**src/rtl/core/ssm_pkg.sv**
```systemverilog
// Shared types and constants for the sorted stream merge block.
`default_nettype none

package ssm_pkg;

  localparam int QUEUE_DEPTH_DEF = 16;
  localparam int CMD_FIFO_DEPTH  = 2;
  localparam int VALUE_W         = 32;

  localparam logic SEQ_FIRST  = 1'b0;
  localparam logic SEQ_SECOND = 1'b1;

  typedef struct packed {
    logic                      command;
    logic                      has_value;
    logic signed [VALUE_W-1:0] value;
    logic                      ends_sequence;
  } in_item_t;

  typedef struct packed {
    logic signed [VALUE_W-1:0] merged_value;
    logic                      value_valid;
    logic                      last;
    logic                      dropped;
  } out_item_t;

  typedef enum logic [1:0] {
    B_IDLE,
    B_APPLY,
    B_READ,
    B_DECIDE
  } back_state_t;

endpackage

`default_nettype wire

```
**src/rtl/core/sorted_stream_merge.sv**
```systemverilog
// Top level of the two-way merge of ascending sorted streams.
//
//   channel | ports                        | direction | payload
//   --------+------------------------------+-----------+---------------------
//   input   | in_valid, in_stall, in_item  | in        | ssm_pkg::in_item_t
//   result  | out_valid, out_stall, out_item | out     | ssm_pkg::out_item_t
//
// The back sequencer takes and applies each item, then reads and decides once per
// merged value and once more to finish; it stops after the decide that closes the
// merge, and after apply for an item to a closed sequence. The queue RAMs' read is
// registered, hence a read before each decide. A two-entry command queue accepts
// meanwhile and in_stall rises only when it is full. Reset is synchronous, active
// low; queue contents need no clearing. out_stall holds the output and sequencer.
`default_nettype none

module sorted_stream_merge #(
  parameter int QUEUE_DEPTH = ssm_pkg::QUEUE_DEPTH_DEF
) (
  input  wire logic               clk,
  input  wire logic               rst_n,
  input  wire logic               in_valid,
  output logic                    in_stall,
  input  wire ssm_pkg::in_item_t  in_item,
  output logic                    out_valid,
  input  wire logic               out_stall,
  output ssm_pkg::out_item_t      out_item
);

  logic              cmd_valid;
  logic              cmd_pop;
  ssm_pkg::in_item_t cmd;

  ssm_front u_front (
    .clk       (clk),
    .rst_n     (rst_n),
    .in_valid  (in_valid),
    .in_stall  (in_stall),
    .in_item   (in_item),
    .cmd_valid (cmd_valid),
    .cmd       (cmd),
    .cmd_pop   (cmd_pop)
  );

  ssm_back #(
    .QUEUE_DEPTH (QUEUE_DEPTH)
  ) u_back (
    .clk       (clk),
    .rst_n     (rst_n),
    .cmd_valid (cmd_valid),
    .cmd       (cmd),
    .cmd_pop   (cmd_pop),
    .out_valid (out_valid),
    .out_stall (out_stall),
    .out_item  (out_item)
  );

endmodule

`default_nettype wire

```
**src/rtl/core/ssm_ram.sv**
```systemverilog
// Generic single-write, single-read RAM with registered read data.
`default_nettype none

module ssm_ram #(
  parameter int WIDTH = 32,
  parameter int DEPTH = 16
) (
  input  wire logic                     clk,
  input  wire logic                     wr_en,
  input  wire logic [$clog2(DEPTH)-1:0] wr_addr,
  input  wire logic [WIDTH-1:0]         wr_data,
  input  wire logic [$clog2(DEPTH)-1:0] rd_addr,
  output logic      [WIDTH-1:0]         rd_data
);

  logic [WIDTH-1:0] mem [DEPTH];

  always_ff @(posedge clk) begin
    if (wr_en) begin
      mem[wr_addr] <= wr_data;
    end
    rd_data <= mem[rd_addr];
  end

endmodule

`default_nettype wire

```
**src/rtl/core/ssm_front.sv**
```systemverilog
// Front part: accepts items, drops empty ones and queues the rest for the back part.
`default_nettype none

module ssm_front (
  input  wire logic             clk,
  input  wire logic             rst_n,
  input  wire logic             in_valid,
  output logic                  in_stall,
  input  wire ssm_pkg::in_item_t in_item,
  output logic                  cmd_valid,
  output ssm_pkg::in_item_t     cmd,
  input  wire logic             cmd_pop
);

  localparam int DEPTH = ssm_pkg::CMD_FIFO_DEPTH;
  localparam int PW    = (DEPTH > 1) ? $clog2(DEPTH) : 1;
  localparam int CW    = $clog2(DEPTH + 1);

  ssm_pkg::in_item_t slot_r [DEPTH];
  logic [PW-1:0] wr_ptr_r, wr_ptr_nxt;
  logic [PW-1:0] rd_ptr_r, rd_ptr_nxt;
  logic [CW-1:0] count_r, count_nxt;
  logic          push;

  assign in_stall  = (count_r == CW'(DEPTH));
  assign cmd_valid = (count_r != '0);
  assign cmd       = slot_r[rd_ptr_r];

  // an item with neither value nor end mark changes nothing: drop it here
  assign push = in_valid && !in_stall && (in_item.has_value || in_item.ends_sequence);

  always_comb begin
    wr_ptr_nxt = wr_ptr_r;
    rd_ptr_nxt = rd_ptr_r;
    count_nxt  = count_r;
    if (push) begin
      wr_ptr_nxt = (wr_ptr_r == PW'(DEPTH - 1)) ? '0 : wr_ptr_r + 1'b1;
    end
    if (cmd_pop) begin
      rd_ptr_nxt = (rd_ptr_r == PW'(DEPTH - 1)) ? '0 : rd_ptr_r + 1'b1;
    end
    if (push && !cmd_pop) begin
      count_nxt = count_r + 1'b1;
    end else if (!push && cmd_pop) begin
      count_nxt = count_r - 1'b1;
    end
  end

  always_ff @(posedge clk) begin
    if (!rst_n) begin
      wr_ptr_r <= '0;
      rd_ptr_r <= '0;
      count_r  <= '0;
    end else begin
      wr_ptr_r <= wr_ptr_nxt;
      rd_ptr_r <= rd_ptr_nxt;
      count_r  <= count_nxt;
    end
  end

  always_ff @(posedge clk) begin
    if (push) begin
      slot_r[wr_ptr_r] <= in_item;
    end
  end

endmodule

`default_nettype wire

```
**src/rtl/core/ssm_back.sv**
```systemverilog
// Back part: per-sequence value queues, merge sequencer and output register.
`default_nettype none

module ssm_back #(
  parameter int QUEUE_DEPTH = ssm_pkg::QUEUE_DEPTH_DEF
) (
  input  wire logic              clk,
  input  wire logic              rst_n,
  input  wire logic              cmd_valid,
  input  wire ssm_pkg::in_item_t cmd,
  output logic                   cmd_pop,
  output logic                   out_valid,
  input  wire logic              out_stall,
  output ssm_pkg::out_item_t     out_item
);

  localparam int AW = $clog2(QUEUE_DEPTH);
  localparam int FW = $clog2(QUEUE_DEPTH + 1);
  localparam int VW = ssm_pkg::VALUE_W;

  ssm_pkg::back_state_t state_r, state_nxt;
  ssm_pkg::in_item_t    cur_r, cur_nxt;
  ssm_pkg::out_item_t   out_item_r, emit_item;
  logic                 out_valid_r;
  logic                 emit, out_free;

  logic [AW-1:0] head_r  [2];
  logic [AW-1:0] head_nxt[2];
  logic [AW-1:0] tail_r  [2];
  logic [AW-1:0] tail_nxt[2];
  logic [FW-1:0] fill_r  [2];
  logic [FW-1:0] fill_nxt[2];
  logic [1:0]    ended_r, ended_nxt;
  logic [1:0]    wr_en;
  logic [VW-1:0] rd_data [2];

  logic       s;
  logic [1:0] nonempty, drain;
  logic       first_le, have_src, src, complete, is_last;

  for (genvar i = 0; i < 2; i++) begin : g_queue
    ssm_ram #(
      .WIDTH (VW),
      .DEPTH (QUEUE_DEPTH)
    ) u_ram (
      .clk     (clk),
      .wr_en   (wr_en[i]),
      .wr_addr (tail_r[i]),
      .wr_data (cur_r.value),
      .rd_addr (head_r[i]),
      .rd_data (rd_data[i])
    );
    assign nonempty[i] = (fill_r[i] != '0);
  end

  assign out_free  = !out_valid_r || !out_stall;
  assign out_valid = out_valid_r;
  assign out_item  = out_item_r;

  // a queue drains alone once the other has ended and emptied; hold its tail while open
  assign drain[0] = nonempty[0] && !nonempty[1] && ended_r[1] &&
                    (ended_r[0] || fill_r[0] > FW'(1));
  assign drain[1] = nonempty[1] && !nonempty[0] && ended_r[0] &&
                    (ended_r[1] || fill_r[1] > FW'(1));
  assign first_le = ($signed(rd_data[0]) <= $signed(rd_data[1]));
  assign have_src = (nonempty[0] && nonempty[1]) || drain[0] || drain[1];
  assign src      = (nonempty[0] && nonempty[1]) ? !first_le :
                    (drain[0] ? ssm_pkg::SEQ_FIRST : ssm_pkg::SEQ_SECOND);
  assign complete = ended_r[0] && ended_r[1] && !nonempty[0] && !nonempty[1];
  // the pop that empties the last queue after both ends closes the merge
  assign is_last  = ended_r[0] && ended_r[1] && !nonempty[!src] && (fill_r[src] == FW'(1));
  assign s        = cur_r.command;

  always_comb begin
    state_nxt = state_r;
    cur_nxt   = cur_r;
    ended_nxt = ended_r;
    head_nxt  = head_r;
    tail_nxt  = tail_r;
    fill_nxt  = fill_r;
    wr_en     = '0;
    cmd_pop   = 1'b0;
    emit      = 1'b0;
    emit_item = '0;
    case (state_r)
      ssm_pkg::B_IDLE: begin
        if (cmd_valid) begin
          cmd_pop   = 1'b1;
          cur_nxt   = cmd;
          state_nxt = ssm_pkg::B_APPLY;
        end
      end
      ssm_pkg::B_APPLY: begin
        if (ended_r[s]) begin
          state_nxt = ssm_pkg::B_IDLE;
        end else if (cur_r.has_value && fill_r[s] == FW'(QUEUE_DEPTH)) begin
          if (out_free) begin
            emit              = 1'b1;
            emit_item.dropped = 1'b1;
            ended_nxt[s]      = ended_r[s] | cur_r.ends_sequence;
            state_nxt         = ssm_pkg::B_READ;
          end
        end else begin
          if (cur_r.has_value) begin
            wr_en[s]    = 1'b1;
            tail_nxt[s] = (tail_r[s] == AW'(QUEUE_DEPTH - 1)) ? '0 : tail_r[s] + 1'b1;
            fill_nxt[s] = fill_r[s] + 1'b1;
          end
          ended_nxt[s] = ended_r[s] | cur_r.ends_sequence;
          state_nxt    = ssm_pkg::B_READ;
        end
      end
      ssm_pkg::B_READ: begin
        // head data lands in the RAM output register
        state_nxt = ssm_pkg::B_DECIDE;
      end
      ssm_pkg::B_DECIDE: begin
        if (have_src) begin
          if (out_free) begin
            emit                   = 1'b1;
            emit_item.merged_value = $signed(rd_data[src]);
            emit_item.value_valid  = 1'b1;
            emit_item.last         = is_last;
            if (is_last) begin
              ended_nxt = '0;
              head_nxt  = '{default: '0};
              tail_nxt  = '{default: '0};
              fill_nxt  = '{default: '0};
              state_nxt = ssm_pkg::B_IDLE;
            end else begin
              head_nxt[src] = (head_r[src] == AW'(QUEUE_DEPTH - 1)) ? '0 :
                              head_r[src] + 1'b1;
              fill_nxt[src] = fill_r[src] - 1'b1;
              state_nxt     = ssm_pkg::B_READ;
            end
          end
        end else if (complete) begin
          // both sequences empty: emit a bare last marker
          if (out_free) begin
            emit           = 1'b1;
            emit_item.last = 1'b1;
            ended_nxt      = '0;
            head_nxt       = '{default: '0};
            tail_nxt       = '{default: '0};
            fill_nxt       = '{default: '0};
            state_nxt      = ssm_pkg::B_IDLE;
          end
        end else begin
          state_nxt = ssm_pkg::B_IDLE;
        end
      end
      default: begin
        state_nxt = ssm_pkg::B_IDLE;
      end
    endcase
  end

  always_ff @(posedge clk) begin
    if (!rst_n) begin
      state_r     <= ssm_pkg::B_IDLE;
      ended_r     <= '0;
      head_r      <= '{default: '0};
      tail_r      <= '{default: '0};
      fill_r      <= '{default: '0};
      out_valid_r <= 1'b0;
    end else begin
      state_r <= state_nxt;
      ended_r <= ended_nxt;
      head_r  <= head_nxt;
      tail_r  <= tail_nxt;
      fill_r  <= fill_nxt;
      if (emit) begin
        out_valid_r <= 1'b1;
      end else if (!out_stall) begin
        out_valid_r <= 1'b0;
      end
    end
  end

  always_ff @(posedge clk) begin
    cur_r <= cur_nxt;
    if (emit) begin
      out_item_r <= emit_item;
    end
  end

endmodule

`default_nettype wire

```
**config.mk**
```make
export PLATFORM = sky130hd
export DESIGN_NAME = sorted_stream_merge
export DESIGN_NICKNAME = d
export VERILOG_FILES = /design/src/rtl/core/ssm_pkg.sv /design/src/rtl/core/sorted_stream_merge.sv /design/src/rtl/core/ssm_ram.sv /design/src/rtl/core/ssm_front.sv /design/src/rtl/core/ssm_back.sv
export SDC_FILE = /design/constraint.sdc
export NUM_CORES = 1
export LEC_CHECK = 0
export ABC_CLOCK_PERIOD_IN_PS = 5900
export BUFFER_PORTS_ARGS = -buffer_cell sky130_fd_sc_hd__buf_2
export CAP_MARGIN = 10
export CORE_ASPECT_RATIO = 1.2
export CORE_MARGIN = 2
export CORE_UTILIZATION = 62
export DETAILED_ROUTE_END_ITERATION = 16
export GPL_TIMING_DRIVEN = 1
export PLACE_DENSITY = 0.84
export RECOVER_POWER = 100
export SKIP_LAST_GASP = 1
export SYNTH_ARGS = -nofsm -noshare
export SYNTH_HDL_FRONTEND = slang
export SYNTH_SLANG_ARGS = --single-unit
export TNS_END_PERCENT = 5
```
**constraint.sdc**
```tcl
create_clock -name clk -period 5.9 [get_ports clk]
set_clock_uncertainty 0.15 [all_clocks]
set_input_delay 0.885 -clock clk [delete_from_list [all_inputs] [get_ports clk]]
set_output_delay 0.885 -clock clk [all_outputs]
set_load 0.02 [all_outputs]
```
==> impl_metrics.prom <==
# TYPE chip_impl_metric gauge
chip_impl_info{name="critical-path-slowest-cell",value="sky130_fd_sc_hd__a221oi_1"} 1
chip_impl_metric{name="grt_pass1_wl",unit="um"} 177000
chip_impl_metric{name="postLayoutCoreUtil",unit=""} 0.698
chip_impl_metric{name="worst_pin_slew",unit="ns"} 3.67
chip_impl_info{name="ys.flop_type",value="sky130_fd_sc_hd__edfxtp_1"} 1
chip_impl_metric{name="areaGrowthSynthToFinish",unit="%"} 11.2
chip_impl_info{name="worst_r2r_endpoint",value="u_back.tail_r[2]"} 1
chip_impl_metric{name="drv_slew",unit=""} 774
chip_impl_metric{name="numPortBuffers",unit=""} 75
chip_impl_metric{name="cts_repair_resize_count",unit=""} 0
chip_impl_metric{name="flop_pwr_share",unit=""} 0.586
chip_impl_metric{name="placement_rows",unit=""} 111
chip_impl_metric{name="drt_iter0_markers",unit=""} 3647
chip_impl_metric{name="worstPathArrival",unit="ns"} 5.70
chip_impl_metric{name="total_power",unit="uW"} 20900
chip_impl_metric{name="async_flop_share",unit=""} 0
chip_impl_metric{name="share_of_synthesized_area_occupied_by_flip_flops_and_latches",unit=""} 0.769
chip_impl_info{name="run_status",value="finished, violations left"} 1
chip_impl_metric{name="via_count",unit=""} 24600
chip_impl_info{name="setup_repair_after_global_routing_missed_its_margin",value="false"} 1
chip_impl_metric{name="placement.cell_area",unit="um2"} 50000
chip_impl_info{name="end_kind",value="flop"} 1
chip_impl_metric{name="power_frac_clock",unit=""} 0.367
chip_impl_metric{name="power_leakage",unit="uW"} 0.0165
chip_impl_info{name="rr_startpoint",value="u_back.g_queue[1].u_ram.rd_data[7]"} 1
chip_impl_info{name="ctsRootBufferMaster",value="sky130_fd_sc_hd__clkbuf_16"} 1
chip_impl_metric{name="timing.final.crit_share",unit=""} 0.885
chip_impl_metric{name="dp_hpwl",unit="um"} 64600
chip_impl_metric{name="power_density",unit="nW/um2"} 391
chip_impl_metric{name="cts.reportedPaths.clkPinSlew",unit="ns"} 0.07
chip_impl_metric{name="drive_above_1_share",unit=""} 0.241
chip_impl_metric{name="syn-cell-area",unit="um2"} 48000
chip_impl_metric{name="power.ir.vdd_worst",unit="V"} 0.000349
chip_impl_metric{name="routed_wl",unit="um"} 124000
chip_impl_metric{name="sink_count",unit=""} 1263
chip_impl_info{name="final_cell_mix",value="sky130_fd_sc_hd__edfxtp_1, sky130_fd_sc_hd__mux4_2, sky130_fd_sc_hd__clkbuf_16"} 1
chip_impl_metric{name="drtAntennaViolNets",unit=""} 0
chip_impl_metric{name="clock_latency",unit="ns"} 0.71
chip_impl_metric{name="n_antenna_cell",unit=""} 0
chip_impl_info{name="critical_path_class",value="flop to flop"} 1
chip_impl_info{name="violations",value="max-capacitance violations, max-slew violations"} 1
chip_impl_info{name="min-delay-path-class",value="input port to flop"} 1
chip_impl_metric{name="grt_antenna_before_repair",unit=""} 2
chip_impl_metric{name="synth-edff-count",unit=""} 1164
chip_impl_info{name="critPathTopFamily",value="compound AO/OA/AOI/OAI gates"} 1
chip_impl_metric{name="cts_hold_buf",unit=""} 0
chip_impl_metric{name="final_critical_period",unit="ns"} 5.22
chip_impl_metric{name="yosysWarningCount",unit=""} 0
chip_impl_metric{name="die-height",unit="um"} 309
chip_impl_metric{name="gpl.final_weighted_congestion",unit=""} 0.875
chip_impl_metric{name="postSynthNetCount",unit=""} 2328
chip_impl_metric{name="number_of_global_route_vias_before_repair",unit=""} 25000
chip_impl_metric{name="remaining_drc_errors",unit=""} 0
chip_impl_metric{name="setup_tns",unit="ns"} 0
chip_impl_metric{name="cellInternalPower",unit="uW"} 15900
chip_impl_metric{name="drt-vias-per-instance",unit=""} 7.04
chip_impl_info{name="cp_common_cell",value="sky130_fd_sc_hd__or4_1"} 1
chip_impl_info{name="hold_path.startpoint",value="in_item[3]"} 1
chip_impl_metric{name="maxCapViolCount",unit=""} 31
chip_impl_metric{name="reg2reg_setup_slack",unit="ns"} 0.68
chip_impl_metric{name="final-setup-viol-count",unit=""} 0
chip_impl_metric{name="ff2ff_path_depth",unit=""} 16
chip_impl_info{name="layout_commonest_cell",value="sky130_fd_sc_hd__edfxtp_1"} 1
chip_impl_metric{name="initial_core_util",unit=""} 0.628
chip_impl_metric{name="dr.pass1.iters",unit=""} 6
chip_impl_metric{name="average_footprint_of_a_synthesized_cell",unit="um2"} 21.3
chip_impl_info{name="nature_of_the_critical_path_startpoint",value="flop"} 1
chip_impl_metric{name="finalHoldViolations",unit=""} 0
chip_impl_metric{name="critical-path-max-stage-delay",unit="ns"} 0.72
chip_impl_metric{name="design.core.area",unit="um2"} 76500
chip_impl_metric{name="die_width",unit="um"} 258
chip_impl_metric{name="top_fanout_value_on_the_critical_path",unit=""} 8
chip_impl_metric{name="finished_cell_area",unit="um2"} 53400
chip_impl_metric{name="synth.distinct_cells",unit=""} 72
chip_impl_info{name="tritoncts",value="done"} 1
chip_impl_metric{name="crit_required",unit="ns"} 6.38
chip_impl_metric{name="post_synth_inst_count",unit=""} 2251
chip_impl_metric{name="critPathBufInv",unit=""} 1
chip_impl_metric{name="final_nets",unit=""} 2455
chip_impl_metric{name="overflow_left_after_global_routing",unit=""} 0
chip_impl_metric{name="sw_frac_of_total",unit=""} 0.240
chip_impl_metric{name="synth_seq_cells",unit=""} 1263
chip_impl_metric{name="slew-limit-headroom",unit=""} -1.45
chip_impl_metric{name="post-cts-setup-buffer-count",unit=""} 0
chip_impl_metric{name="critical_path_depth",unit=""} 16
chip_impl_metric{name="timing.hold.worst_path_depth",unit=""} 1
chip_impl_metric{name="buffer_depth_of_the_longest_clock_path",unit=""} 3
chip_impl_metric{name="i_o_pin_count",unit=""} 76
chip_impl_metric{name="total_switching_power",unit="uW"} 5010
chip_impl_metric{name="p_comb_frac",unit=""} 0.047
chip_impl_metric{name="htree_levels",unit=""} 3
chip_impl_metric{name="fp.dieArea",unit="um2"} 79700
chip_impl_metric{name="grtUsageTotal",unit=""} 0.319
chip_impl_metric{name="fmax",unit="MHz"} 192
chip_impl_metric{name="cts-buffers-inserted",unit=""} 112
chip_impl_metric{name="pin_count_of_the_biggest_net_entering_global_routing",unit=""} 73
chip_impl_metric{name="routedWlPerCell",unit="um"} 35.4
chip_impl_info{name="worst_hold_path.endpoint",value="u_front.slot_r[1][3]"} 1
chip_impl_info{name="path_cells",value="inv_1 -> ha_1 -> a21oi_1 -> o21ai_0 -> a221oi_1 -> a31oi_1 -> o21bai_1 -> mux2i_1 -> ha_1 -> nand3_1 -> or4_1 -> o21ba_1 -> or4_1 -> nand3_1 -> or4_1 -> a21oi_1"} 1
[stage by stage]
stage	worst slack, ns	instances	hold WS (ns)
floorplan	0.938	2251	0.317
global placement	1.59	3281	0.331
detailed placement	1.26	3281	0.369
CTS	1.22	3492	0.191
global route	0.518	3492	0.203
finish	0.680	3492	0.208
[power groups by stage]
stage                     clock network, uW  registers, uW  logic (uW)
after floorplan                           0          11900         660
final                                  7670          12200         990
after CTS                              7710          12200        1000
after global placement                    0          12200         917
after global routing                   8020          12400        1040
after detailed placement                  0          12400         956
[cell usage after synthesis (3+ instances only)]
library cell / count / area [um2]
sky130_fd_sc_hd__clkbuf_1: 69 / 259
sky130_fd_sc_hd__a21oi_1: 65 / 325
sky130_fd_sc_hd__nor3_1: 16 / 80.1
sky130_fd_sc_hd__nand2b_1: 9 / 56.3
sky130_fd_sc_hd__buf_4: 3 / 22.5
sky130_fd_sc_hd__mux4_2: 320 / 7210
sky130_fd_sc_hd__or4_1: 6 / 45.0
sky130_fd_sc_hd__a32oi_1: 6 / 52.6
sky130_fd_sc_hd__nand3b_1: 3 / 22.5
sky130_fd_sc_hd__xnor2_1: 3 / 26.3
sky130_fd_sc_hd__edfxtp_1: 1164 / 35000
sky130_fd_sc_hd__buf_2: 8 / 40.0
sky130_fd_sc_hd__ha_1: 38 / 475
sky130_fd_sc_hd__dfxtp_1: 99 / 1980
sky130_fd_sc_hd__nor4b_1: 3 / 26.3
sky130_fd_sc_hd__xor2_1: 3 / 26.3
sky130_fd_sc_hd__nor2b_1: 5 / 31.3
sky130_fd_sc_hd__mux2_2: 37 / 417
sky130_fd_sc_hd__nor4_1: 4 / 25.0
sky130_fd_sc_hd__inv_2: 3 / 11.3
sky130_fd_sc_hd__mux2i_1: 8 / 80.1
sky130_fd_sc_hd__or3_1: 5 / 31.3
sky130_fd_sc_hd__o21a_1: 3 / 22.5
sky130_fd_sc_hd__o31ai_1: 5 / 37.5
sky130_fd_sc_hd__nand3_1: 15 / 75.1
sky130_fd_sc_hd__nand4_1: 11 / 68.8
sky130_fd_sc_hd__buf_1: 32 / 120
sky130_fd_sc_hd__nor2_1: 67 / 251
sky130_fd_sc_hd__a211oi_1: 3 / 22.5
sky130_fd_sc_hd__nor4_2: 4 / 50.1
sky130_fd_sc_hd__nand2_1: 105 / 394
sky130_fd_sc_hd__o211ai_1: 6 / 45.0
sky130_fd_sc_hd__inv_1: 46 / 173
sky130_fd_sc_hd__and2_1: 5 / 31.3
sky130_fd_sc_hd__o21ai_0: 25 / 125
[state kept, by name, indices dropped and copies added (netlist names)]
signal                        count
u_back.out_valid                  1
u_front.wr_ptr_r                  1
u_back.head_r                     8
u_back.tail_r                     8
u_back.cur_r                     34
u_back.out_item                  35
u_back.fill_r                    10
u_back.s                          1
u_back.ended_r                    2
u_front.slot_r                   70
u_back.state_r                    2
u_back.g_queue.u_ram.rd_data     64
u_front.count_r                   2
u_front.rd_ptr_r                  1
u_back.g_queue.u_ram.mem       1024
[final cells by class]
type                    count  area, um2
well taps                1017       1270
flip-flops and latches   1263      36900
clock inverters            75        875
inverters                  49        184
multi-input cells         824      10600
repair buffers            128        626
fillers                  4253      23100
clock buffers             136       2990
[logic make-up after synthesis]
group	after synthesis	synth area share
adders and majority gates	38	0.00990
buffers and inverters	164	0.0135
DFF	1263	0.769
xor gates and xnor gates	6	0.00109
muxes	365	0.160
and+or+nand+nor	270	0.0268
AOI/OAI and AO/OA	145	0.0195
[per-layer routing]
metal | vias to the layer above | GRT usage | wire, um
met5 | - | 0 | 16
met3 | 422 | 0.0612 | 12800
li1 | 9525 | - | -
met1 | 12600 | 0.409 | 41400
met2 | 2000 | 0.529 | 62500
met4 | 2 | 0.163 | 7060
[worst max-delay path by stage]
stage	start	to	slack, ns
floorplan	u_back.s	u_back.g_queue[1].u_ram.mem[0][0]	0.94
global placement	u_back.g_queue[1].u_ram.rd_data[31]	u_back.tail_r[2]	1.59
detailed placement	u_back.g_queue[1].u_ram.rd_data[31]	u_back.tail_r[2]	1.26
CTS	u_back.g_queue[1].u_ram.rd_data[7]	u_back.tail_r[2]	1.22
global route	u_back.s	u_back.g_queue[0].u_ram.mem[3][13]	0.52
finish	u_back.g_queue[1].u_ram.rd_data[7]	u_back.tail_r[2]	0.68
No activity file was read; power rests on OpenSTA's default activity.
